<file path="src/rtl/core/lmfs_pkg.sv">
`timescale 1ns / 1ps
// ----------------------------------------------------------------------------
// lmfs_pkg
// shared constants, codes and controller/datapath interface types for the
// led matrix frame serializer
// ----------------------------------------------------------------------------
package lmfs_pkg;

  localparam int MAX_MODULES          = 8;
  localparam int BYTES_PER_MODULE_MAX = 48;
  localparam int STORE_SIZE           = MAX_MODULES * BYTES_PER_MODULE_MAX;
  localparam int ADDR_W               = $clog2(STORE_SIZE);
  // wide enough for 48 bytes times the largest module count
  localparam int SPAN_W               = $clog2(48 * MAX_MODULES + 1);
  localparam int CNT_W                = $clog2(MAX_MODULES + 1);
  localparam int IDX_W                = 2;

  localparam logic [7:0] HEADER_BYTE = 8'd160;

  localparam logic [2:0] OP_PLOT  = 3'd0;
  localparam logic [2:0] OP_CLEAR = 3'd1;
  localparam logic [2:0] OP_FILL  = 3'd2;
  localparam logic [2:0] OP_TEST  = 3'd3;
  localparam logic [2:0] OP_EMIT  = 3'd4;

  localparam logic [IDX_W-1:0] CFG_MODULE_COUNT = 2'd0;
  localparam logic [IDX_W-1:0] CFG_GEOMETRY     = 2'd1;

  typedef enum logic [2:0] {
    ST_INIT,
    ST_IDLE,
    ST_DISPATCH,
    ST_PLOT_RD,
    ST_PLOT_WR,
    ST_BULK,
    ST_EMIT_RD,
    ST_EMIT_OUT
  } state_e;

  typedef struct packed {
    logic latch_in;
    logic walk_init;
    logic walk_bulk;
    logic plot_rd;
    logic plot_wr;
    logic emit_rd;
    logic emit_load;
  } ctrl_cmd_t;

  typedef struct packed {
    logic [2:0] op;
    logic       plot_ok;
    logic       bulk_ok;
    logic       emit_ok;
    logic       walk_done;
    logic       init_done;
    logic       out_free;
    logic       emit_last;
  } dp_status_t;

endpackage

</file>
<file path="src/rtl/core/lmfs_ctrl.sv">
`timescale 1ns / 1ps
// ----------------------------------------------------------------------------
// lmfs_ctrl
// sequencer for the frame serializer: power-up clear, request dispatch,
// pixel read-modify-write, bulk walk and packet emit
// ----------------------------------------------------------------------------
module lmfs_ctrl (
  input  logic                 clk_i,
  input  logic                 rst_ni,
  input  logic                 in_valid_i,
  output logic                 in_ready_o,
  input  lmfs_pkg::dp_status_t status_i,
  output lmfs_pkg::ctrl_cmd_t  cmd_o
);

  lmfs_pkg::state_e state_q, state_d;

  always_ff @(posedge clk_i or negedge rst_ni) begin
    if (!rst_ni) begin
      state_q <= lmfs_pkg::ST_INIT;
    end else begin
      state_q <= state_d;
    end
  end

  always_comb begin
    state_d    = state_q;
    cmd_o      = '0;
    in_ready_o = 1'b0;
    case (state_q)
      lmfs_pkg::ST_INIT: begin
        cmd_o.walk_init = 1'b1;
        if (status_i.init_done) begin
          state_d = lmfs_pkg::ST_IDLE;
        end
      end
      lmfs_pkg::ST_IDLE: begin
        in_ready_o = 1'b1;
        if (in_valid_i) begin
          cmd_o.latch_in = 1'b1;
          state_d        = lmfs_pkg::ST_DISPATCH;
        end
      end
      lmfs_pkg::ST_DISPATCH: begin
        state_d = lmfs_pkg::ST_IDLE;
        case (status_i.op)
          lmfs_pkg::OP_PLOT: begin
            if (status_i.plot_ok) state_d = lmfs_pkg::ST_PLOT_RD;
          end
          lmfs_pkg::OP_CLEAR, lmfs_pkg::OP_FILL, lmfs_pkg::OP_TEST: begin
            if (status_i.bulk_ok) state_d = lmfs_pkg::ST_BULK;
          end
          lmfs_pkg::OP_EMIT: begin
            if (status_i.emit_ok) state_d = lmfs_pkg::ST_EMIT_RD;
          end
          default: begin
            state_d = lmfs_pkg::ST_IDLE;
          end
        endcase
      end
      lmfs_pkg::ST_PLOT_RD: begin
        cmd_o.plot_rd = 1'b1;
        state_d       = lmfs_pkg::ST_PLOT_WR;
      end
      lmfs_pkg::ST_PLOT_WR: begin
        cmd_o.plot_wr = 1'b1;
        state_d       = lmfs_pkg::ST_IDLE;
      end
      lmfs_pkg::ST_BULK: begin
        cmd_o.walk_bulk = 1'b1;
        if (status_i.walk_done) begin
          state_d = lmfs_pkg::ST_IDLE;
        end
      end
      lmfs_pkg::ST_EMIT_RD: begin
        cmd_o.emit_rd = 1'b1;
        state_d       = lmfs_pkg::ST_EMIT_OUT;
      end
      lmfs_pkg::ST_EMIT_OUT: begin
        // hold here until the output register can take the byte
        if (status_i.out_free) begin
          cmd_o.emit_load = 1'b1;
          state_d = status_i.emit_last ? lmfs_pkg::ST_IDLE : lmfs_pkg::ST_EMIT_RD;
        end
      end
      default: begin
        state_d = lmfs_pkg::ST_IDLE;
      end
    endcase
  end

endmodule

</file>
<file path="src/rtl/core/lmfs_dp.sv">
`timescale 1ns / 1ps
// ----------------------------------------------------------------------------
// lmfs_dp
// datapath: configuration registers, request latch, frame store memory,
// walk and emit counters, packet byte formatter and output register
// ----------------------------------------------------------------------------
module lmfs_dp (
  input  logic                             clk_i,
  input  logic                             rst_ni,
  input  logic                             cfg_valid_i,
  input  logic [lmfs_pkg::IDX_W-1:0]       cfg_index_i,
  input  logic [3:0]                       cfg_data_i,
  input  logic [2:0]                       operation_i,
  input  logic [7:0]                       x_pos_i,
  input  logic [3:0]                       y_pos_i,
  input  logic                             pixel_value_i,
  input  logic [2:0]                       module_index_i,
  input  logic                             out_ready_i,
  output logic                             out_valid_o,
  output logic [7:0]                       out_byte_o,
  output logic [2:0]                       out_module_o,
  output logic                             last_byte_o,
  input  lmfs_pkg::ctrl_cmd_t              cmd_i,
  output lmfs_pkg::dp_status_t             status_o
);

  localparam int SW = lmfs_pkg::SPAN_W;
  localparam int CW = lmfs_pkg::CNT_W;

  // configuration
  logic [3:0] count_q;
  logic       geo_q;

  always_ff @(posedge clk_i or negedge rst_ni) begin
    if (!rst_ni) begin
      count_q <= 4'd1;
      geo_q   <= 1'b0;
    end else if (cfg_valid_i) begin
      if (cfg_index_i == lmfs_pkg::CFG_MODULE_COUNT) count_q <= cfg_data_i;
      if (cfg_index_i == lmfs_pkg::CFG_GEOMETRY)     geo_q   <= cfg_data_i[0];
    end
  end

  // request latch
  logic [2:0] op_q;
  logic [7:0] x_q;
  logic [3:0] y_q;
  logic       val_q;
  logic [2:0] mi_q;

  always_ff @(posedge clk_i) begin
    if (cmd_i.latch_in) begin
      op_q  <= operation_i;
      x_q   <= x_pos_i;
      y_q   <= y_pos_i;
      val_q <= pixel_value_i;
      mi_q  <= module_index_i;
    end
  end

  // geometry arithmetic
  logic [CW-1:0] cnt;
  logic [SW-1:0] cnt32, cnt16, cnt8, total, base, mi32, mi16, plot_lim, plot_addr;
  logic [5:0]    t_bytes;
  logic          plot_in;

  always_comb begin
    if (32'(count_q) > lmfs_pkg::MAX_MODULES) cnt = CW'(lmfs_pkg::MAX_MODULES);
    else                                      cnt = CW'(count_q);
    cnt32   = SW'(cnt) << 5;
    cnt16   = SW'(cnt) << 4;
    cnt8    = SW'(cnt) << 3;
    mi32    = SW'(mi_q) << 5;
    mi16    = SW'(mi_q) << 4;
    t_bytes = geo_q ? 6'd32 : 6'd48;
    total   = geo_q ? cnt32 : cnt32 + cnt16;
    base    = geo_q ? mi32 : mi32 + mi16;
    if (geo_q) begin
      plot_lim  = cnt32;
      plot_in   = (y_q[3] == 1'b0);
      plot_addr = SW'(x_q);
    end else begin
      plot_lim  = cnt16 + cnt8;
      plot_in   = 1'b1;
      plot_addr = (SW'(x_q) << 1) + SW'(y_q[3]);
    end
  end

  // frame store
  logic [7:0]                  mem [lmfs_pkg::STORE_SIZE];
  logic [7:0]                  mem_rdata_q;
  logic                        rd_oob_q;
  logic [7:0]                  cur;
  logic                        we, re;
  logic [SW-1:0]               waddr, raddr;
  logic [7:0]                  wdata, mask;
  logic [SW-1:0]               walk_q;
  logic [5:0]                  k_q;
  logic [SW-1:0]               emit_addr;
  logic                        k_reads;

  assign mask      = 8'h80 >> y_q[2:0];
  assign emit_addr = base + SW'(k_q) - SW'(1);
  assign k_reads   = (k_q != 6'd0) && (k_q <= t_bytes);
  assign cur       = rd_oob_q ? 8'h00 : mem_rdata_q;

  always_comb begin
    we    = 1'b0;
    waddr = walk_q;
    wdata = 8'h00;
    if (cmd_i.walk_init) begin
      we = 1'b1;
    end else if (cmd_i.walk_bulk) begin
      we = (32'(walk_q) < lmfs_pkg::STORE_SIZE);
      case (op_q)
        lmfs_pkg::OP_FILL: wdata = 8'hff;
        lmfs_pkg::OP_TEST: wdata = walk_q[7:0];
        default:           wdata = 8'h00;
      endcase
    end else if (cmd_i.plot_wr) begin
      we    = 1'b1;
      waddr = plot_addr;
      wdata = val_q ? (cur | mask) : (cur & ~mask);
    end
  end

  assign raddr = cmd_i.plot_rd ? plot_addr : emit_addr;
  assign re    = cmd_i.plot_rd || (cmd_i.emit_rd && k_reads);

  always_ff @(posedge clk_i) begin
    if (we) mem[waddr[lmfs_pkg::ADDR_W-1:0]] <= wdata;
    if (re && (32'(raddr) < lmfs_pkg::STORE_SIZE)) begin
      mem_rdata_q <= mem[raddr[lmfs_pkg::ADDR_W-1:0]];
    end
  end

  always_ff @(posedge clk_i or negedge rst_ni) begin
    if (!rst_ni) begin
      rd_oob_q <= 1'b0;
    end else if (re) begin
      rd_oob_q <= !(32'(raddr) < lmfs_pkg::STORE_SIZE);
    end
  end

  // walk counter shared by the power-up clear and bulk requests
  logic walk_done, init_done;
  assign walk_done = (walk_q == total - SW'(1));
  assign init_done = (walk_q == SW'(lmfs_pkg::STORE_SIZE - 1));

  always_ff @(posedge clk_i or negedge rst_ni) begin
    if (!rst_ni) begin
      walk_q <= '0;
    end else if (cmd_i.walk_init) begin
      walk_q <= init_done ? '0 : walk_q + SW'(1);
    end else if (cmd_i.walk_bulk) begin
      walk_q <= walk_done ? '0 : walk_q + SW'(1);
    end
  end

  // packet formatter
  logic [7:0] prev_q, f0_q, f1_q, emit_byte;
  logic       emit_last;

  assign emit_last = (k_q == t_bytes + 6'd2);

  always_comb begin
    if (k_q == 6'd0)                emit_byte = lmfs_pkg::HEADER_BYTE;
    else if (k_q == 6'd1)           emit_byte = {2'b00, cur[7:2]};
    else if (k_q <= t_bytes)        emit_byte = {prev_q[1:0], cur[7:2]};
    else if (k_q == t_bytes + 6'd1) emit_byte = {prev_q[1:0], f0_q[7:2]};
    else                            emit_byte = {f0_q[1:0], f1_q[7:2]};
  end

  always_ff @(posedge clk_i or negedge rst_ni) begin
    if (!rst_ni) begin
      k_q <= '0;
    end else if (cmd_i.latch_in) begin
      k_q <= '0;
    end else if (cmd_i.emit_load) begin
      k_q <= k_q + 6'd1;
    end
  end

  always_ff @(posedge clk_i) begin
    if (cmd_i.emit_load && k_reads) begin
      prev_q <= cur;
      if (k_q == 6'd1) f0_q <= cur;
      if (k_q == 6'd2) f1_q <= cur;
    end
  end

  // output register
  logic       out_valid_q;
  logic [7:0] out_byte_q;
  logic [2:0] out_module_q;
  logic       out_last_q;

  always_ff @(posedge clk_i or negedge rst_ni) begin
    if (!rst_ni) begin
      out_valid_q <= 1'b0;
    end else if (cmd_i.emit_load) begin
      out_valid_q <= 1'b1;
    end else if (out_ready_i) begin
      out_valid_q <= 1'b0;
    end
  end

  always_ff @(posedge clk_i) begin
    if (cmd_i.emit_load) begin
      out_byte_q   <= emit_byte;
      out_module_q <= mi_q;
      out_last_q   <= emit_last;
    end
  end

  assign out_valid_o  = out_valid_q;
  assign out_byte_o   = out_byte_q;
  assign out_module_o = out_module_q;
  assign last_byte_o  = out_last_q;

  always_comb begin
    status_o           = '0;
    status_o.op        = op_q;
    status_o.plot_ok   = plot_in && (SW'(x_q) < plot_lim)
                         && (32'(plot_addr) < lmfs_pkg::STORE_SIZE);
    status_o.bulk_ok   = (total != '0);
    status_o.emit_ok   = (32'(mi_q) < 32'(cnt));
    status_o.walk_done = walk_done;
    status_o.init_done = init_done;
    status_o.out_free  = !out_valid_q || out_ready_i;
    status_o.emit_last = emit_last;
  end

endmodule

</file>
<file path="src/rtl/core/led_matrix_frame_serializer.sv">
`timescale 1ns / 1ps
// ----------------------------------------------------------------------------
// led_matrix_frame_serializer
// column-byte frame store for a chain of led matrix modules, with pixel,
// bulk and packet emit requests
// ----------------------------------------------------------------------------
// after reset the frame store is cleared by a pass over every location; no request
// is taken until it ends, configuration writes are taken at any time
// plot: dispatch, store read, then store write before the next request is taken
// (single-port read-modify-write); clear, fill, test pattern: T*count store bytes, one store write per cycle
// emit: dispatch, then for each byte a memory read and a format into the output
// register, held while the output is stalled; T+3 bytes per packet
module led_matrix_frame_serializer (
  input  logic                       clk_i,
  input  logic                       rst_ni,
  input  logic                       in_valid_i,
  output logic                       in_ready_o,
  input  logic [2:0]                 operation_i,
  input  logic [7:0]                 x_pos_i,
  input  logic [3:0]                 y_pos_i,
  input  logic                       pixel_value_i,
  input  logic [2:0]                 module_index_i,
  output logic                       out_valid_o,
  input  logic                       out_ready_i,
  output logic [7:0]                 out_byte_o,
  output logic [2:0]                 out_module_o,
  output logic                       last_byte_o,
  input  logic                       cfg_valid_i,
  output logic                       cfg_ready_o,
  input  logic [lmfs_pkg::IDX_W-1:0] cfg_index_i,
  input  logic [3:0]                 cfg_data_i
);

  lmfs_pkg::ctrl_cmd_t  cmd;
  lmfs_pkg::dp_status_t status;

  assign cfg_ready_o = 1'b1;

  lmfs_ctrl u_ctrl (
    .clk_i      (clk_i),
    .rst_ni     (rst_ni),
    .in_valid_i (in_valid_i),
    .in_ready_o (in_ready_o),
    .status_i   (status),
    .cmd_o      (cmd)
  );

  lmfs_dp u_dp (
    .clk_i          (clk_i),
    .rst_ni         (rst_ni),
    .cfg_valid_i    (cfg_valid_i),
    .cfg_index_i    (cfg_index_i),
    .cfg_data_i     (cfg_data_i),
    .operation_i    (operation_i),
    .x_pos_i        (x_pos_i),
    .y_pos_i        (y_pos_i),
    .pixel_value_i  (pixel_value_i),
    .module_index_i (module_index_i),
    .out_ready_i    (out_ready_i),
    .out_valid_o    (out_valid_o),
    .out_byte_o     (out_byte_o),
    .out_module_o   (out_module_o),
    .last_byte_o    (last_byte_o),
    .cmd_i          (cmd),
    .status_o       (status)
  );

endmodule

</file>
<file path="config.mk">
export PLATFORM = sky130hd
export DESIGN_NAME = led_matrix_frame_serializer
export DESIGN_NICKNAME = d
export VERILOG_FILES = /design/src/rtl/core/lmfs_pkg.sv /design/src/rtl/core/lmfs_ctrl.sv /design/src/rtl/core/lmfs_dp.sv /design/src/rtl/core/led_matrix_frame_serializer.sv
export SDC_FILE = /design/constraint.sdc
export NUM_CORES = 2
export LEC_CHECK = 0
export ABC_AREA = 1
export BUFFER_PORTS_ARGS = -buffer_cell sky130_fd_sc_hd__clkbuf_2
export CAP_MARGIN = 20
export CORE_MARGIN = 4
export CORE_UTILIZATION = 38
export DETAILED_ROUTE_END_ITERATION = 6
export GPL_TIMING_DRIVEN = 1
export RECOVER_POWER = 100
export SKIP_CTS_REPAIR_TIMING = 1
export SLEW_MARGIN = 20
export SYNTH_ARGS = -nofsm -noshare
export SYNTH_HDL_FRONTEND = slang
export SYNTH_SLANG_ARGS = --single-unit
</file>
<file path="constraint.sdc">
create_clock -name clk_i -period 11 [get_ports clk_i]
set_clock_uncertainty 0.2 [all_clocks]
set_input_delay 0.55 -clock clk_i [delete_from_list [all_inputs] [get_ports clk_i]]
set_output_delay 0.55 -clock clk_i [all_outputs]
set_load 0.005 [all_outputs]
</file>
==> qor.log <==
INFO  hold_path      worstHoldPathCells=2
INFO  yosys          yosys.cell_count.top_type=edfxtp_1
INFO  placement      detailed_place_hpwl=202mm
INFO  hold_path      hold_class=input port to register
INFO  floorplan      die_span_in_x=601microns
INFO  global_routing gr-total-overflow=0
INFO  critical_path  crit_fanout=148
INFO  power          leakage=53.7nW
INFO  yosys          asyncSetResetFlopFracSynth=0.793%
INFO  critical_path  reg2reg_to=u_dp.mem_rdata_q[3]
INFO  clock_network  h-tree-depth=5
INFO  cells_and_area area_growth_from_synthesis_to_layout=10.5%
INFO  yosys          post_synth_num_cell_types=46
INFO  cells_and_area number_of_nets_in_the_finished_design=11.8k
INFO  placement      place.gp.congestion=0.841
INFO  floorplan      start_util=38.2%
INFO  floorplan      count_of_standard_cell_rows=217
INFO  global_routing grt_first_pass_wirelength=553mm
INFO  critical_path  critical-path-top-cell-by-count=nand3_1
INFO  critical_path  timing.reg2reg.worst_path_depth=17
INFO  critical_path  reg2reg_setup_slack=2.61ns
INFO  routing        drt_pre_antenna_iters=6
INFO  yosys          yosys-top-cells-area=edfxtp_1 (70%), nand3_1 (10%), nand2_1 (8.3%)
INFO  yosys          synth_seq_area_share=70.6%
INFO  cells_and_area final_layout_size_suffix_gt1_share=5.43%
INFO  placement      place_area=137000squm
INFO  sta            slew-limit-headroom=-244%
INFO  power          fin_total_pwr=25.8mW
INFO  floorplan      ios=45
INFO  placement      post-place-cells=15.9k
INFO  critical_path  critical_path_cell_sequence=inv_1 > nand2_1 > nand2_1 > nand2_8 > nand2_2 > buf_12 > clkbuf_2 > o21ai_0 > inv_1 > o21ai_0 > nand3_1 > nand3_1 > nand3_1 > nand3_1 > nand3_1 > nand3_1 > nand2_1
INFO  sta            report.final.setup_viol=0
INFO  floorplan      core_footprint=350000squm
INFO  critical_path  critPathArrivalTime=8.85ns
INFO  run            cap_viol_max_count=30
INFO  sta            report.final.hold_viol_count=0
INFO  hold_path      worstHoldEndpoint=u_dp.y_q[0]
INFO  critical_path  start_of_the_worst_register_to_register_path=u_dp.geo_q
INFO  clock_network  clkTransAtPathRegs=0.06ns
INFO  power          peakVddDrop=0.129mV
INFO  clock_network  cts_tree=yes
INFO  yosys          synthesis.area_per_instance=11.2squm
INFO  routing        detailroute.via_count=88.3k
INFO  global_routing grt_antenna_before_repair=15
INFO  global_routing overall_global_routing_resource_usage=20.0%
INFO  sta            fmax=119MHz
INFO  yosys          postSynth.topFlopCell=edfxtp_1
INFO  sta            setup-tns-final=0ns
INFO  clock_network  clk-insertion-delay-late=0.91ns
INFO  yosys          yosysTopAreaCell=edfxtp_1
INFO  global_routing grt_max_degree=189
INFO  sta            post-route-min-period=8.39ns
INFO  critical_path  critical_path_buf_inv_count=4
INFO  critical_path  start_kind=register
INFO  floorplan      die_h=601microns
INFO  yosys          yosys_register_bits=3152
INFO  run_status     run_status=finished, violations left
INFO  routing        detail_route.vias_per_cell=5.33
INFO  yosys          yosys_warnings=0
INFO  routing        totalWireLength=377mm
INFO  yosys          netlist_instances=11.9k
INFO  routing        routed_wire_length_per_instance=22.8microns
INFO  critical_path  worst_path_largest_cell_delay=1.85ns
INFO  critical_path  cpLargestDelayFamily=simple AND/OR/NAND/NOR gates
INFO  clock_network  cts_inserted_buffers=331
INFO  global_routing number_of_global_route_vias_before_repair=82.2k
INFO  sta            final.period_utilization=76.3%
INFO  critical_path  critPathSlowestCell=nand2_2
INFO  yosys          synth_top_area_share=70.2%
INFO  routing        route.antenna.remaining_nets=0
INFO  clock_network  clockRootBuffer=clkbuf_16
INFO  critical_path  worstSetupStartpoint=u_dp.geo_q
INFO  sta            grt_setup_unrepaired=false
INFO  routing        drc_errors=0
INFO  cells_and_area layout.cells.non_filler=16.6k
INFO  floorplan      area_enclosed_by_the_die_boundary=362000squm
INFO  yosys          netlist_top_cells_count=edfxtp_1 (3127), nand2_1 (2967), nand3_1 (2710)
INFO  power          power_per_cell_area=174nW/um^2
INFO  critical_path  worst-endpoint-required=11.46ns
INFO  yosys          synthesis.nets=12.0k
INFO  placement      numPortBuffers=43
INFO  run_status     violations=max-capacitance violations, max-slew violations
INFO  critical_path  critical_path.endpoint_type=register
INFO  yosys          synth.cell_area=134000squm
INFO  clock_network  clock_sink_count=3152
INFO  sta            pins_over_slew_limit=1951
INFO  sta            worst_pin_slew=5.15ns
INFO  sta            final.hold.worst_slack=0.177ns
INFO  yosys          synth_enable_flop_cells=3127
INFO  routing        dr.first_iter.drc_count=10.4k
INFO  cells_and_area design_area_final=148000squm
INFO  hold_path      worstHoldStart=y_pos_i[0]
INFO  clock_network  clock_path_buffers=4
INFO  critical_path  timing.setup.critical_path_class=register to register
## how the worst max path moves through the flow
| stage | endpoint | slack, ns | depth (start not counted) |
|---|---|---|---|
| floorplan | u_dp.mem[0][3] | 3.77 | 6 |
| global placement | u_dp.mem_rdata_q[3] | 4.78 | 19 |
| detailed placement | u_dp.mem_rdata_q[3] | 4.79 | 19 |
| CTS | u_dp.mem_rdata_q[3] | 4.77 | 19 |
| global route | u_dp.mem_rdata_q[3] | 2.22 | 17 |
| finish | u_dp.mem_rdata_q[3] | 2.61 | 17 |
## where the power goes
group / total (mW) / internal, mW / switching [mW]
logic: 2.04 / 0.534 / 1.50
registers: 13.0 / 13.0 / 0.00757
clock network: 10.7 / 6.06 / 4.68
## layout by cell type (no fill, tap or decap), drive strengths merged, types with 2 or more instances in the layout
cell type,Yosys,routed
a21o,5,5
a21oi,38,38
buf,563,107
bufinv,0,20
clkbuf,189,477
clkinv,3,145
clkinvlp,0,2
dfrtp,24,24
diode,0,5
dlygate4sd3,0,34
edfxtp,3127,3127
fa,3,3
ha,27,27
inv,1097,1111
nand2,2975,2975
nand3,2711,2711
nand3b,48,48
nand4,2,2
nor2,523,523
nor3,28,28
o211ai,157,157
o21a,2,2
o21ai,294,294
o21bai,26,26
o221ai,2,2
o22ai,12,12
o31ai,2,2
or2,27,27
xnor2,3,3
xor2,9,9
## worst register-to-register path, delay by kind of cell, from the launching register on
| kind | cells | cell delay [ns] |
|---|---|---|
| buffers and inverters | 4 | 2.51 |
| flip-flops | 1 | 0.81 |
| AO/OA/AOI/OAI | 2 | 0.69 |
| AND/OR/NAND/NOR | 11 | 3.94 |
## metrics by stage
step,worst slack (ns),util [%]
6_report,2.61,42.3
3_3_place_gp,4.78,39.3
2_1_floorplan,3.77,-
4_1_cts,4.77,42.2
3_5_place_dp,4.79,39.3
5_1_grt,2.22,42.3
## flip-flops by register name (all words and copies together) (netlist names), 3 cells and up
register           count
u_dp.mem            3072
u_ctrl.state_q         3
u_dp.op_q              3
u_dp.walk_q            9
u_dp.count_q           4
u_dp.x_q               8
u_dp.k_q               6
u_dp.out_byte_o        8
u_dp.mi_q              3
u_dp.out_module_o      3
u_dp.f1_q              6
u_dp.mem_rdata_q       8
u_dp.f0_q              8
u_dp.y_q               4
## cell type report
| class | instances | area (sq um) |
|---|---|---|
| diodes | 5 | 12.5 |
| clock buffers | 413 | 8630 |
| clock inverters | 178 | 1620 |
| fillers | 32100 | 202000 |
| inverters | 1100 | 4150 |
| multi-input cells | 6900 | 31500 |
| flip-flops and latches | 3152 | 94500 |
| well taps | 4599 | 5750 |
| repair buffers | 205 | 1710 |
## routing by layer
layer  track usage (%)  vias to the layer above  routed length (microns)
li1                  -                    40600                        -
met1              28.2                    43400                   158000
met2              31.3                     3686                   174000
met3              3.62                      598                    32300
met4              6.69                        2                    12800
met5                 0                        -                        8
## kinds of logic after synthesis
group	synth area share (%)
XOR/XNOR	0.0785
AO/OA/AOI/OAI	2.41
multiplexers	0.0159
AND/OR/NAND/NOR	20.5
other	0.00280
adder cells (fa/ha/maj)	0.297
flip-flops	70.6
buffers and inverters	6.02
No activity file was read; power rests on OpenSTA's default activity.
